==> config.mk <==
export PLATFORM = sky130hd
export DESIGN_NAME = valid_masked_slot_table_flat
export DESIGN_NICKNAME = d
export VERILOG_FILES = /design/src/rtl/vmst_pkg.sv /design/src/rtl/vmst_if.sv /design/src/rtl/valid_masked_slot_table.sv /design/src/rtl/vmst_ctrl.sv /design/src/rtl/vmst_dp.sv /design/src/flat_wrapper.sv
export SDC_FILE = /design/constraint.sdc
export NUM_CORES = 1
export LEC_CHECK = 0
export BUFFER_PORTS_ARGS = -buffer_cell sky130_fd_sc_hd__buf_2
export CORE_ASPECT_RATIO = 2
export CORE_MARGIN = 2
export CORE_UTILIZATION = 40
export DETAILED_ROUTE_END_ITERATION = 10
export GPL_ROUTABILITY_DRIVEN = 0
export PLACE_DENSITY = 0.65
export SYNTH_ARGS = -nofsm -noshare
export SYNTH_HDL_FRONTEND = slang
export SYNTH_SLANG_ARGS = --single-unit
==> constraint.sdc <==
create_clock -name clk -period 6.2 [get_ports clk]
set_input_delay 0.31 -clock clk [delete_from_list [all_inputs] [get_ports clk]]
set_output_delay 0.31 -clock clk [all_outputs]
set_load 0.05 [all_outputs]
==> src/rtl/vmst_pkg.sv <==
// vmst_pkg: shared types and codes for the valid-masked slot table
// no dependencies; used by the controller, datapath and top level
package vmst_pkg;

  // item actions
  typedef enum logic [2:0] {
    ACT_WRITE  = 3'd0,
    ACT_READ   = 3'd1,
    ACT_INVAL  = 3'd2,
    ACT_ADD    = 3'd3,
    ACT_REMOVE = 3'd4,
    ACT_MEMBER = 3'd5
  } action_t;

  // trend codes
  localparam logic signed [1:0] TREND_FLAT = 2'sb00;
  localparam logic signed [1:0] TREND_RISE = 2'sb01;
  localparam logic signed [1:0] TREND_FALL = 2'sb11;

  // controller to datapath commands
  typedef struct packed {
    logic clr_step;  // write an empty entry at the sweep index
    logic start;     // latch the input transaction, reset accumulators
    logic issue;     // read the entry at the sweep index
    logic load;      // move the accumulated result to the output register
  } cmd_t;

  // datapath to controller status
  typedef struct packed {
    logic idx_last;  // sweep index sits on the last slot
  } sts_t;

endpackage

==> src/rtl/vmst_if.sv <==
// vmst_if: valid/ready channel interfaces for input and result transactions
// depends on nothing; field widths follow the item definitions
interface vmst_in_if;
  logic               valid;
  logic               ready;
  logic [2:0]         action;
  logic [3:0]         slot;
  logic signed [31:0] value;

  modport source (output valid, output action, output slot, output value, input ready);
  modport sink   (input valid, input action, input slot, input value, output ready);
endinterface

interface vmst_out_if;
  logic               valid;
  logic               ready;
  logic               ok;
  logic signed [31:0] read_value;
  logic [3:0]         placed_slot;
  logic [4:0]         valid_count;
  logic signed [1:0]  trend;

  modport source (output valid, output ok, output read_value, output placed_slot,
                  output valid_count, output trend, input ready);
  modport sink   (input valid, input ok, input read_value, input placed_slot,
                  input valid_count, input trend, output ready);
endinterface

==> src/rtl/valid_masked_slot_table.sv <==
// valid_masked_slot_table: one transaction at a time, each one scanning every slot once
// the result register loads in ST_FINISH, after ST_SCAN and ST_DRAIN, once the output is free
// the scan reads one slot memory entry a cycle; no new transaction is taken until the result loads
// reset: synchronous rst_n; a clearing pass empties every slot,
// with in_ready low until it ends; the result register lets the next item start early
module valid_masked_slot_table #(
  parameter int CAPACITY = 16
) (
  input  logic       clk,
  input  logic       rst_n,
  vmst_in_if.sink    in_ch,
  vmst_out_if.source out_ch
);

  vmst_pkg::cmd_t cmd;
  vmst_pkg::sts_t sts;

  // control
  vmst_ctrl u_ctrl (
    .clk       (clk),
    .rst_n     (rst_n),
    .in_valid  (in_ch.valid),
    .in_ready  (in_ch.ready),
    .out_valid (out_ch.valid),
    .out_ready (out_ch.ready),
    .cmd       (cmd),
    .sts       (sts)
  );

  // datapath
  vmst_dp #(
    .CAPACITY (CAPACITY)
  ) u_dp (
    .clk             (clk),
    .rst_n           (rst_n),
    .cmd             (cmd),
    .sts             (sts),
    .in_action       (in_ch.action),
    .in_slot         (in_ch.slot),
    .in_value        (in_ch.value),
    .out_ok          (out_ch.ok),
    .out_read_value  (out_ch.read_value),
    .out_placed_slot (out_ch.placed_slot),
    .out_valid_count (out_ch.valid_count),
    .out_trend       (out_ch.trend)
  );

endmodule

==> src/rtl/vmst_ctrl.sv <==
// vmst_ctrl: sequencing state machine for the slot table
// depends on vmst_pkg (cmd_t, sts_t)
module vmst_ctrl (
  input  logic           clk,
  input  logic           rst_n,
  input  logic           in_valid,
  output logic           in_ready,
  output logic           out_valid,
  input  logic           out_ready,
  output vmst_pkg::cmd_t cmd,
  input  vmst_pkg::sts_t sts
);

  typedef enum logic [4:0] {
    ST_CLEAR  = 5'b00001,
    ST_IDLE   = 5'b00010,
    ST_SCAN   = 5'b00100,
    ST_DRAIN  = 5'b01000,
    ST_FINISH = 5'b10000
  } state_t;

  state_t state_r, state_nxt;
  logic   out_valid_r, out_valid_nxt;
  logic   out_free;

  assign out_free  = !out_valid_r || out_ready;
  assign out_valid = out_valid_r;
  assign in_ready  = (state_r == ST_IDLE);

  // next state and commands
  always_comb begin
    state_nxt = state_r;
    cmd       = '0;
    unique case (state_r)
      ST_CLEAR: begin
        cmd.clr_step = 1'b1;
        if (sts.idx_last) state_nxt = ST_IDLE;
      end
      ST_IDLE: begin
        if (in_valid) begin
          cmd.start = 1'b1;
          state_nxt = ST_SCAN;
        end
      end
      ST_SCAN: begin
        cmd.issue = 1'b1;
        if (sts.idx_last) state_nxt = ST_DRAIN;
      end
      ST_DRAIN: begin
        state_nxt = ST_FINISH;
      end
      ST_FINISH: begin
        if (out_free) begin
          cmd.load  = 1'b1;
          state_nxt = ST_IDLE;
        end
      end
      default: state_nxt = ST_CLEAR;
    endcase
  end

  // output valid flag
  always_comb begin
    out_valid_nxt = out_valid_r;
    if (out_ready) out_valid_nxt = 1'b0;
    if (cmd.load) out_valid_nxt = 1'b1;
  end

  always_ff @(posedge clk) begin
    if (!rst_n) begin
      state_r     <= ST_CLEAR;
      out_valid_r <= 1'b0;
    end else begin
      state_r     <= state_nxt;
      out_valid_r <= out_valid_nxt;
    end
  end

endmodule

==> src/rtl/vmst_dp.sv <==
// vmst_dp: slot memory, sweep index and per-slot update and trend accumulators
// depends on vmst_pkg (cmd_t, sts_t, action and trend codes)
module vmst_dp #(
  parameter int CAPACITY = 16
) (
  input  logic               clk,
  input  logic               rst_n,
  input  vmst_pkg::cmd_t     cmd,
  output vmst_pkg::sts_t     sts,
  input  logic [2:0]         in_action,
  input  logic [3:0]         in_slot,
  input  logic signed [31:0] in_value,
  output logic               out_ok,
  output logic signed [31:0] out_read_value,
  output logic [3:0]         out_placed_slot,
  output logic [4:0]         out_valid_count,
  output logic signed [1:0]  out_trend
);

  localparam int AW = $clog2(CAPACITY);
  localparam int CW = $clog2(CAPACITY + 1);

  typedef struct packed {
    logic               vld;
    logic signed [31:0] val;
  } entry_t;

  // slot storage
  entry_t slot_mem_r [CAPACITY];
  entry_t rdata_r;

  // sweep index and read pipeline
  logic [AW-1:0] idx_r, idx_nxt;
  logic          idx_last;
  logic          proc_vld_r;
  logic [AW-1:0] proc_idx_r;

  // latched transaction
  logic [2:0]         act_r;
  logic [3:0]         slot_r;
  logic signed [31:0] val_r;

  // accumulators
  logic               ok_r, ok_nxt;
  logic signed [31:0] rd_r, rd_nxt;
  logic [3:0]         placed_r, placed_nxt;
  logic               placed_done_r, placed_done_nxt;
  logic [CW-1:0]      cnt_r, cnt_nxt;
  logic               have_prev_r, have_prev_nxt;
  logic               rising_r, rising_nxt;
  logic               falling_r, falling_nxt;
  logic signed [31:0] prev_r, prev_nxt;

  // per-slot update
  entry_t new_entry;
  logic   wb_en;
  logic   hit;
  logic   eq;

  // memory write port and trend result
  logic          mem_we;
  logic [AW-1:0] mem_waddr;
  entry_t        mem_wdata;
  logic signed [1:0] trend;

  assign idx_last     = (idx_r == AW'(CAPACITY - 1));
  assign sts.idx_last = idx_last;

  // sweep index: shared by the clearing pass and the item scan
  always_comb begin
    idx_nxt = idx_r;
    if (cmd.clr_step || cmd.issue) idx_nxt = idx_last ? '0 : idx_r + 1'b1;
  end

  always_ff @(posedge clk) begin
    if (!rst_n) begin
      idx_r      <= '0;
      proc_vld_r <= 1'b0;
    end else begin
      idx_r      <= idx_nxt;
      proc_vld_r <= cmd.issue;
    end
  end

  always_ff @(posedge clk) begin
    if (cmd.issue) proc_idx_r <= idx_r;
  end

  // slot memory, registered read
  always_ff @(posedge clk) begin
    if (mem_we) slot_mem_r[mem_waddr] <= mem_wdata;
    if (cmd.issue) rdata_r <= slot_mem_r[idx_r];
  end

  // transaction latch
  always_ff @(posedge clk) begin
    if (cmd.start) begin
      act_r  <= in_action;
      slot_r <= in_slot;
      val_r  <= in_value;
    end
  end

  // apply the action to one slot, then fold it into count and trend
  always_comb begin
    ok_nxt          = ok_r;
    rd_nxt          = rd_r;
    placed_nxt      = placed_r;
    placed_done_nxt = placed_done_r;
    cnt_nxt         = cnt_r;
    have_prev_nxt   = have_prev_r;
    rising_nxt      = rising_r;
    falling_nxt     = falling_r;
    prev_nxt        = prev_r;
    new_entry       = rdata_r;
    wb_en           = 1'b0;
    hit             = (32'(slot_r) == 32'(proc_idx_r));
    eq              = (rdata_r.val == val_r);
    if (proc_vld_r) begin
      case (act_r)
        vmst_pkg::ACT_WRITE: begin
          if (hit) begin
            new_entry.vld = 1'b1;
            new_entry.val = val_r;
            wb_en         = 1'b1;
            ok_nxt        = 1'b1;
          end
        end
        vmst_pkg::ACT_READ: begin
          if (hit && rdata_r.vld) begin
            rd_nxt = rdata_r.val;
            ok_nxt = 1'b1;
          end
        end
        vmst_pkg::ACT_INVAL: begin
          if (hit && rdata_r.vld) begin
            new_entry.vld = 1'b0;
            wb_en         = 1'b1;
            ok_nxt        = 1'b1;
          end
        end
        vmst_pkg::ACT_ADD: begin
          if (!rdata_r.vld && !placed_done_r) begin
            new_entry.vld   = 1'b1;
            new_entry.val   = val_r;
            wb_en           = 1'b1;
            placed_nxt      = 4'(proc_idx_r);
            placed_done_nxt = 1'b1;
            ok_nxt          = 1'b1;
          end
        end
        vmst_pkg::ACT_REMOVE: begin
          if (rdata_r.vld && eq) begin
            new_entry.vld = 1'b0;
            wb_en         = 1'b1;
            ok_nxt        = 1'b1;
          end
        end
        vmst_pkg::ACT_MEMBER: begin
          if (rdata_r.vld && eq) ok_nxt = 1'b1;
        end
        default: ;
      endcase
      // trend and count over the slot as it stands after the action
      if (new_entry.vld) begin
        if (have_prev_r) begin
          if (!(prev_r < new_entry.val)) rising_nxt = 1'b0;
          if (!(new_entry.val < prev_r)) falling_nxt = 1'b0;
        end
        prev_nxt      = new_entry.val;
        have_prev_nxt = 1'b1;
        cnt_nxt       = cnt_r + 1'b1;
      end
    end
    if (cmd.start) begin
      ok_nxt          = 1'b0;
      rd_nxt          = '0;
      placed_nxt      = '0;
      placed_done_nxt = 1'b0;
      cnt_nxt         = '0;
      have_prev_nxt   = 1'b0;
      rising_nxt      = 1'b1;
      falling_nxt     = 1'b1;
    end
  end

  always_ff @(posedge clk) begin
    ok_r          <= ok_nxt;
    rd_r          <= rd_nxt;
    placed_r      <= placed_nxt;
    placed_done_r <= placed_done_nxt;
    cnt_r         <= cnt_nxt;
    have_prev_r   <= have_prev_nxt;
    rising_r      <= rising_nxt;
    falling_r     <= falling_nxt;
    prev_r        <= prev_nxt;
  end

  // memory write: clearing pass or write-back of a changed slot
  always_comb begin
    mem_we    = 1'b0;
    mem_waddr = proc_idx_r;
    mem_wdata = new_entry;
    if (cmd.clr_step) begin
      mem_we    = 1'b1;
      mem_waddr = idx_r;
      mem_wdata = '0;
    end else if (proc_vld_r && wb_en) begin
      mem_we = 1'b1;
    end
  end

  // final trend code
  always_comb begin
    trend = vmst_pkg::TREND_FLAT;
    if (cnt_r >= CW'(2)) begin
      if (rising_r) trend = vmst_pkg::TREND_RISE;
      else if (falling_r) trend = vmst_pkg::TREND_FALL;
    end
  end

  // result register
  always_ff @(posedge clk) begin
    if (cmd.load) begin
      out_ok          <= ok_r;
      out_read_value  <= rd_r;
      out_placed_slot <= placed_r;
      out_valid_count <= 5'(cnt_r);
      out_trend       <= trend;
    end
  end

endmodule

==> src/flat_wrapper.sv <==
// flat-port wrapper written by rule: the top's interface ports become plain ports
module valid_masked_slot_table_flat 
#(
  parameter int CAPACITY = 16
)
  (clk, rst_n, in_ch_valid, in_ch_action, in_ch_slot, in_ch_value, in_ch_ready, out_ch_valid, out_ch_ok, out_ch_read_value, out_ch_placed_slot, out_ch_valid_count, out_ch_trend, out_ch_ready);
  vmst_in_if in_ch_i ();
  vmst_out_if out_ch_i ();
  input  logic clk;
  input  logic rst_n;
  input wire logic [$bits(in_ch_i.valid)-1:0] in_ch_valid;
  input wire logic [$bits(in_ch_i.action)-1:0] in_ch_action;
  input wire logic [$bits(in_ch_i.slot)-1:0] in_ch_slot;
  input wire logic [$bits(in_ch_i.value)-1:0] in_ch_value;
  output wire logic [$bits(in_ch_i.ready)-1:0] in_ch_ready;
  output wire logic [$bits(out_ch_i.valid)-1:0] out_ch_valid;
  output wire logic [$bits(out_ch_i.ok)-1:0] out_ch_ok;
  output wire logic [$bits(out_ch_i.read_value)-1:0] out_ch_read_value;
  output wire logic [$bits(out_ch_i.placed_slot)-1:0] out_ch_placed_slot;
  output wire logic [$bits(out_ch_i.valid_count)-1:0] out_ch_valid_count;
  output wire logic [$bits(out_ch_i.trend)-1:0] out_ch_trend;
  input wire logic [$bits(out_ch_i.ready)-1:0] out_ch_ready;
  assign in_ch_i.valid = in_ch_valid;
  assign in_ch_i.action = in_ch_action;
  assign in_ch_i.slot = in_ch_slot;
  assign in_ch_i.value = in_ch_value;
  assign in_ch_ready = in_ch_i.ready;
  assign out_ch_valid = out_ch_i.valid;
  assign out_ch_ok = out_ch_i.ok;
  assign out_ch_read_value = out_ch_i.read_value;
  assign out_ch_placed_slot = out_ch_i.placed_slot;
  assign out_ch_valid_count = out_ch_i.valid_count;
  assign out_ch_trend = out_ch_i.trend;
  assign out_ch_i.ready = out_ch_ready;
  valid_masked_slot_table #(.CAPACITY(CAPACITY)) u_core (.clk(clk), .rst_n(rst_n), .in_ch(in_ch_i), .out_ch(out_ch_i));
endmodule
Word-level counts from Yosys, hierarchy flattened. Memories as Yosys holds them, arrays and structs flattened. A register that Yosys moved wholly into a read port is not among the register bits. Index checks and enable logic that the tools add are counted.

Add/subtract/negate cells: 2. Multipliers: 0. Div/mod/pow operators: 0. Magnitude comparators: 3. Equality and inequality tests: 21. Shift-type cells: 0. Mux-type cells: 42. Bitwise logic cells: 3. Reduce and logical (&&, ||, !) cells: 22.

Operators by type and width (count): $mux 33 (4); $lt 32x32->1 (2); $pmux 32 s2 (1); $eq 32x32->1 (1); $mux 32 (1); $mux 1 (25); $pmux 5 s5 (1); $mux 5 (4); $ne 2x2->1 const B (6); $pmux 1 s4 (3); $reduce_and 4->1 (3); $mux 4 (2); $eq 3x2->1 const B (2); $eq 3x3->1 const B (2); $reduce_and 3->1 (2); $reduce_and 6->1 (1); $reduce_or 2->1 (3); $add 5x1->5 const B (1); $eq 5x1->1 const B (1); $eq 5x2->1 const B (1); $eq 5x3->1 const B (1); $eq 5x4->1 const B (1); $eq 5x5->1 const B (1); $ge 5x2->1 const B (1); 14 further kinds (23).

Register bits: 176. Latch bits: 0. Memory bits (writable): 528. Memory bits (read-only): 0. Input port bits: 43. Logic and storage cells: 117. Memories kept: 1.

Memory list: u_core.u_dp.slot_mem_r (depth 16, width 33, read ports 1, clocked after Yosys merged registers in 1, write ports 1, line vmst_dp.sv:29) `entry_t slot_mem_r [CAPACITY];`.

Longest topological paths before layout.
Depth in word-level cells: 10. Depth in mapped cells: 14.

Hierarchy. A second synthesis with hierarchy kept.

Cells, all modules: 1580. Area, all modules: 29066.6 sq um.

Modules (own cells, without submodules): vmst_dp (instances 1, cells each 1535, area each 28678.8 sq um, sequential area each 21440.6 sq um); vmst_ctrl (instances 1, cells each 45, area each 387.9 sq um, sequential area each 120.1 sq um).

Worst setup path after synthesis. Ideal clock, no wire load.

Kind: flip-flop to flip-flop. Start: register u_core.u_ctrl.state_r[4]. End: register u_core.u_dp.act_r[0] (enable). Arrival time: 3.300 ns. Data required time: 5.819 ns. Setup slack: 2.518 ns. Stages on the path, launching flop included: 7. Clock period less this slack: 3.682 ns. Path through: dfxtp_1 clkbuf_1 nand2b_1 nor4_1 nand2_1 inv_2 buf_2.

RTL lines: start: declaration (line vmst_ctrl.sv:22) `state_t state_r, state_nxt;`; start signal: assignment (line vmst_ctrl.sv:74) `state_r <= state_nxt;`; end signal: assignment (line vmst_dp.sv:98) `act_r <= in_action;`; end: declaration (line vmst_dp.sv:39) `logic [2:0] act_r;`.

Final worst setup path.
Start: register u_core.u_dp.act_r[0]. End: register u_core.u_dp.falling_r.

Longest elaborated chain between the ends: 6.

RTL lines: $eq 3x2->1 or $logic_not 3->1 (tied branches) (line vmst_dp.sv:120) `case (act_r)`; $pmux 32 s2 (line vmst_dp.sv:120); $mux 32 (line vmst_dp.sv:119) `if (proc_vld_r) begin`; $lt 32x32->1 (line vmst_dp.sv:168) `if (!(new_entry.val < prev_r)) falling_nxt = 1'b0;`; $not 1->1 (no source line); $reduce_and 4->1 (no source line) (*); end signal: assignment (line vmst_dp.sv:195) `falling_r <= falling_nxt;`; end: declaration (line vmst_dp.sv:51) `logic falling_r, falling_nxt;`.

Every way passes the cells marked *; elsewhere a longest branch is shown, timed or not. The select of a mux whose other input is x is not followed. A chain may end at the register's enable or synchronous reset.

==> impl_metrics.yaml <==
placement:
  place.port_buffers: 88
  placedCellCount: 2462
  place_ws_ns: 1.89
  place_hpwl_mm: 43.0
pwr:
  p_int_mw: 7.62
  p_leak_nw: 10.4
  power.share.switching_pct: 20.4
  p_per_area_nw_per_um2: 291
  total_power_mw: 9.58
  power.combinational.fraction_pct: 4.7
  clock_power_share_pct: 37.6
  worst_vdd_rail_ir_drop_v: 0.000341
  sequentialPowerShare_pct: 57.7
  power.net_switching_mw: 1.96
clock_tree:
  tritoncts.num_buffers: 56
  htree_levels: 2
  cts-hold-fix-buffers: 40
  cts_max_path_buffers: 3
  numClockSinks: 737
  cts_tree: "yes"
  cts_root_buf: "clkbuf_16"
  post-cts-setup-buffer-count: 0
  clkTransAtPathRegs_ns: 0.07
  cts_resized: 0
  worst_skew_pair.late_latency_ns: 0.62
layout:
  final_layout_size_suffix_gt1_share_pct: 24.0
  final.fill_count: 5958
  antennaDiodeCount: 0
  nNetsFinal: 1722
  ff_latch_area_um2: 21600
  final_cell_count_no_fill: 2606
  multiInputGateArea_um2: 7060
  commonest_cells_after_routing_fill_and_taps_aside: "680 x edfxtp_1, 165 x mux4_2, 88 x buf_2"
  area_delta_synth_final_pct: 13.7
  layout_commonest_cell: "edfxtp_1"
synthesis:
  ys_seq_area_share_pct: 74.5
  syn_nets: 1568
  yosys_register_bits: 737
  postSynthAreaPerCell_um2: 19.4
  synthesis.instances: 1490
  async_reset_ff_share_pct: 0
  synth-main-ff-cell: "edfxtp_1"
  netlist-cell-type-count: 61
  synth_edf_count: 680
  synth.cell_area_um2: 28900
  yosysWarnings: 0
worst_setup_path:
  worst_r2r_dst: "u_core.u_dp.falling_r"
  critical_path.endpoint_type: "flop"
  r2r_start: "u_core.u_dp.act_r[0]"
  timing.setup.critical_path_class: "reg -> reg"
  critical_path.max_fanout: 31
  start_kind: "flop"
  timing.critical_path.slowest_cell_delay_ns: 0.65
  critical_path_arrival_ns: 4.85
  reg2regPathDepth: 11
  regToRegSetupSlack_ns: 1.84
  path_cells: "nand2_1 > or3_1 > a21oi_4 > buf_4 > mux2_1 > ha_1 > nand4_1 > a2111o_1 > a31oi_1 > o22ai_1 > o32a_1"
  cp_num_buf_inv: 1
  crit_slowest_cell: "a2111o_1"
  critPathTopFamily: "compound AO/OA/AOI/OAI gates"
  worstPathRequired_ns: 6.69
timing:
  timing.setup.tns_ns: 0
  final.period_utilization_pct: 70.3
  hold_viol: 0
  grt_setup_unrepaired: "false"
  max-slew-margin-rel_pct: 18.6
  timing.final.setup_violations: 0
  layout_setup_ws_ns: 1.84
  fmaxAchievable_mhz: 229
  number_of_pins_exceeding_their_max_slew_limit_in_the_final_report: 0
  final.setup_skew_ns: 0.0282
  fin_crit_ns: 4.36
  worstMarginPinSlew_ns: 1.22
outcome:
  status: "finished, final reports clean"
detailed_routing:
  detailroute.via_count: 14400
  dr.pass1.iters: 5
  vias_per_cell: 5.54
  wl_mm: 67.5
  drcViolationCount: 0
  ant_nets: 0
  drt_first_iter_violations: 1208
  avgRoutedWirePerCell_um: 25.9
min_path:
  hp-class: "in -> reg"
  hold_start: "out_ch_ready"
  worst_hold_path.endpoint: "u_core.u_ctrl.out_valid"
  worstHoldPathCells: 3
floorplanning:
  floorplan.die_area_um2: 74600
  start_util_pct: 40.4
  dieHeight_um: 384
  area_of_the_core_um2: 71700
  placementRows: 139
  chipWidth_um: 194
  boundaryPins: 89
global_routing:
  grtUsageTotal_pct: 18.1
  grt_first_pass_wirelength_mm: 99.5
  overflow: 0
  first_global_vias: 15200
  grt_max_degree: 107
  grt_antenna_before_repair: 0
run:
  max_cap_viol_count: 0
==> cell families (layout without fill, tap and decap cells) <==
logic type,Yosys count,after routing,share of synthesized area [%]
compound gates,108,108,2.30
xor+xnor,39,39,1.18
fa+ha+maj,35,35,1.51
buf+inv,109,309,1.60
flops,737,737,74.5
mux,231,231,15.3
simple gates,231,231,3.63
==> area by class of cell <==
class                      count  area share [%]
inverter                      45           0.525
timing repair buffer         160            3.48
tap                          916            3.48
clock inverter                32           0.909
multi-input combinational    644            21.5
clock buffer                  72            4.54
sequential                   737            65.6
==> power by group through the flow <==
stage / registers, mW / clock network (mW) / logic [mW]
after global routing: 5.53 / 3.83 / 0.477
after floorplan: 5.59 / 0 / 0.317
final: 5.53 / 3.60 / 0.449
after global placement: 5.63 / 0 / 0.433
after detailed placement: 5.64 / 0 / 0.436
after CTS: 5.53 / 3.67 / 0.459
==> registers in the layout, indices dropped and copies added (netlist names), 3 cells and up <==
| signal | count |
|---|---|
| u_core.u_dp.slot_mem_r | 528 |
| u_core.u_dp.rdata_r | 33 |
| u_core.u_dp.cnt_r | 5 |
| u_core.u_dp.act_r | 3 |
| u_core.u_dp.placed_r | 4 |
| u_core.u_dp.out_placed_slot | 4 |
| u_core.u_dp.out_read_value | 32 |
| u_core.u_dp.rd_r | 32 |
| u_core.u_dp.prev_r | 32 |
| u_core.u_dp.val_r | 32 |
| u_core.u_ctrl.state_r | 5 |
| u_core.u_dp.proc_idx_r | 4 |
| u_core.u_dp.idx_r | 4 |
| u_core.u_dp.out_valid_count | 5 |
| u_core.u_dp.slot_r | 4 |
==> metrics by stage <==
stage	utilization, %	instance area, um^2	hold WS [ns]
floorplan	-	28900	0.372
global placement	42.8	30700	0.412
detailed placement	42.8	30700	0.416
CTS	45.9	32900	0.0170
global route	45.9	32900	0.0674
finish	45.9	32900	0.0444
==> worst register-to-register path, stage by stage, from the launching register on <==
cell and delay [ns]:
edfxtp_1 0.54, nand2_1 0.13, or3_1 0.39, a21oi_4 0.19, buf_4 0.42, mux2_1 0.50, ha_1 0.34, nand4_1 0.44
a2111o_1 0.65, a31oi_1 0.22, o22ai_1 0.11, o32a_1 0.33
==> routing by layer <==
layer / track usage [%] / vias to the layer above / part of all wire, %
li1: - / 6275 / -
met1: 20.0 / 7551 / 36
met2: 34.2 / 475 / 55
met3: 2.11 / 126 / 4.4
met4: 9.06 / 0 / 5.4
met5: 0 / - / 0
==> how the worst max path moves through the flow <==
stage	from	endpoint	slack (ns)	cells past startpoint
3_5_place_dp	u_core.u_dp.act_r[0]	u_core.u_dp.falling_r	1.89	11
5_1_grt	u_core.u_dp.act_r[0]	u_core.u_dp.falling_r	1.75	11
6_report	u_core.u_dp.act_r[0]	u_core.u_dp.falling_r	1.84	11
4_1_cts	u_core.u_dp.act_r[0]	u_core.u_dp.falling_r	1.87	11
2_1_floorplan	u_core.u_ctrl.state_r[4]	u_core.u_dp.act_r[0]	2.52	6
3_3_place_gp	u_core.u_dp.rdata_r[26]	u_core.u_dp.slot_mem_r[7][8]	1.59	8
==> synthesized netlist by cell type (all sizes together), types with 2 or more instances <==
cell     count  area share [%]
a211oi       2           0.069
a21boi       3           0.078
a21o         2           0.052
a21oi       58             1.0
a2bb2oi      2           0.061
a31oi        8            0.19
and2         5            0.11
and3         3           0.065
and4         2           0.069
buf         29            0.55
clkbuf      35            0.45
dfxtp       57             3.9
edfxtp     680              71
ha          35             1.5
inv         45            0.59
mux2        31             1.2
mux2i       35             1.2
mux4       165              13
nand2       83             1.1
nand2b       4           0.086
nand3       10            0.17
nand3b       3           0.078
nand4       17            0.37
nor2        77             1.0
nor2b        8            0.17
nor3         3           0.052
nor3b        4            0.10
nor4         4           0.086
o21ai       15            0.26
o22ai        2           0.043
o32a         4            0.14
or3          5            0.11
xnor2       39             1.2
(Power assumes the default switching activity.)
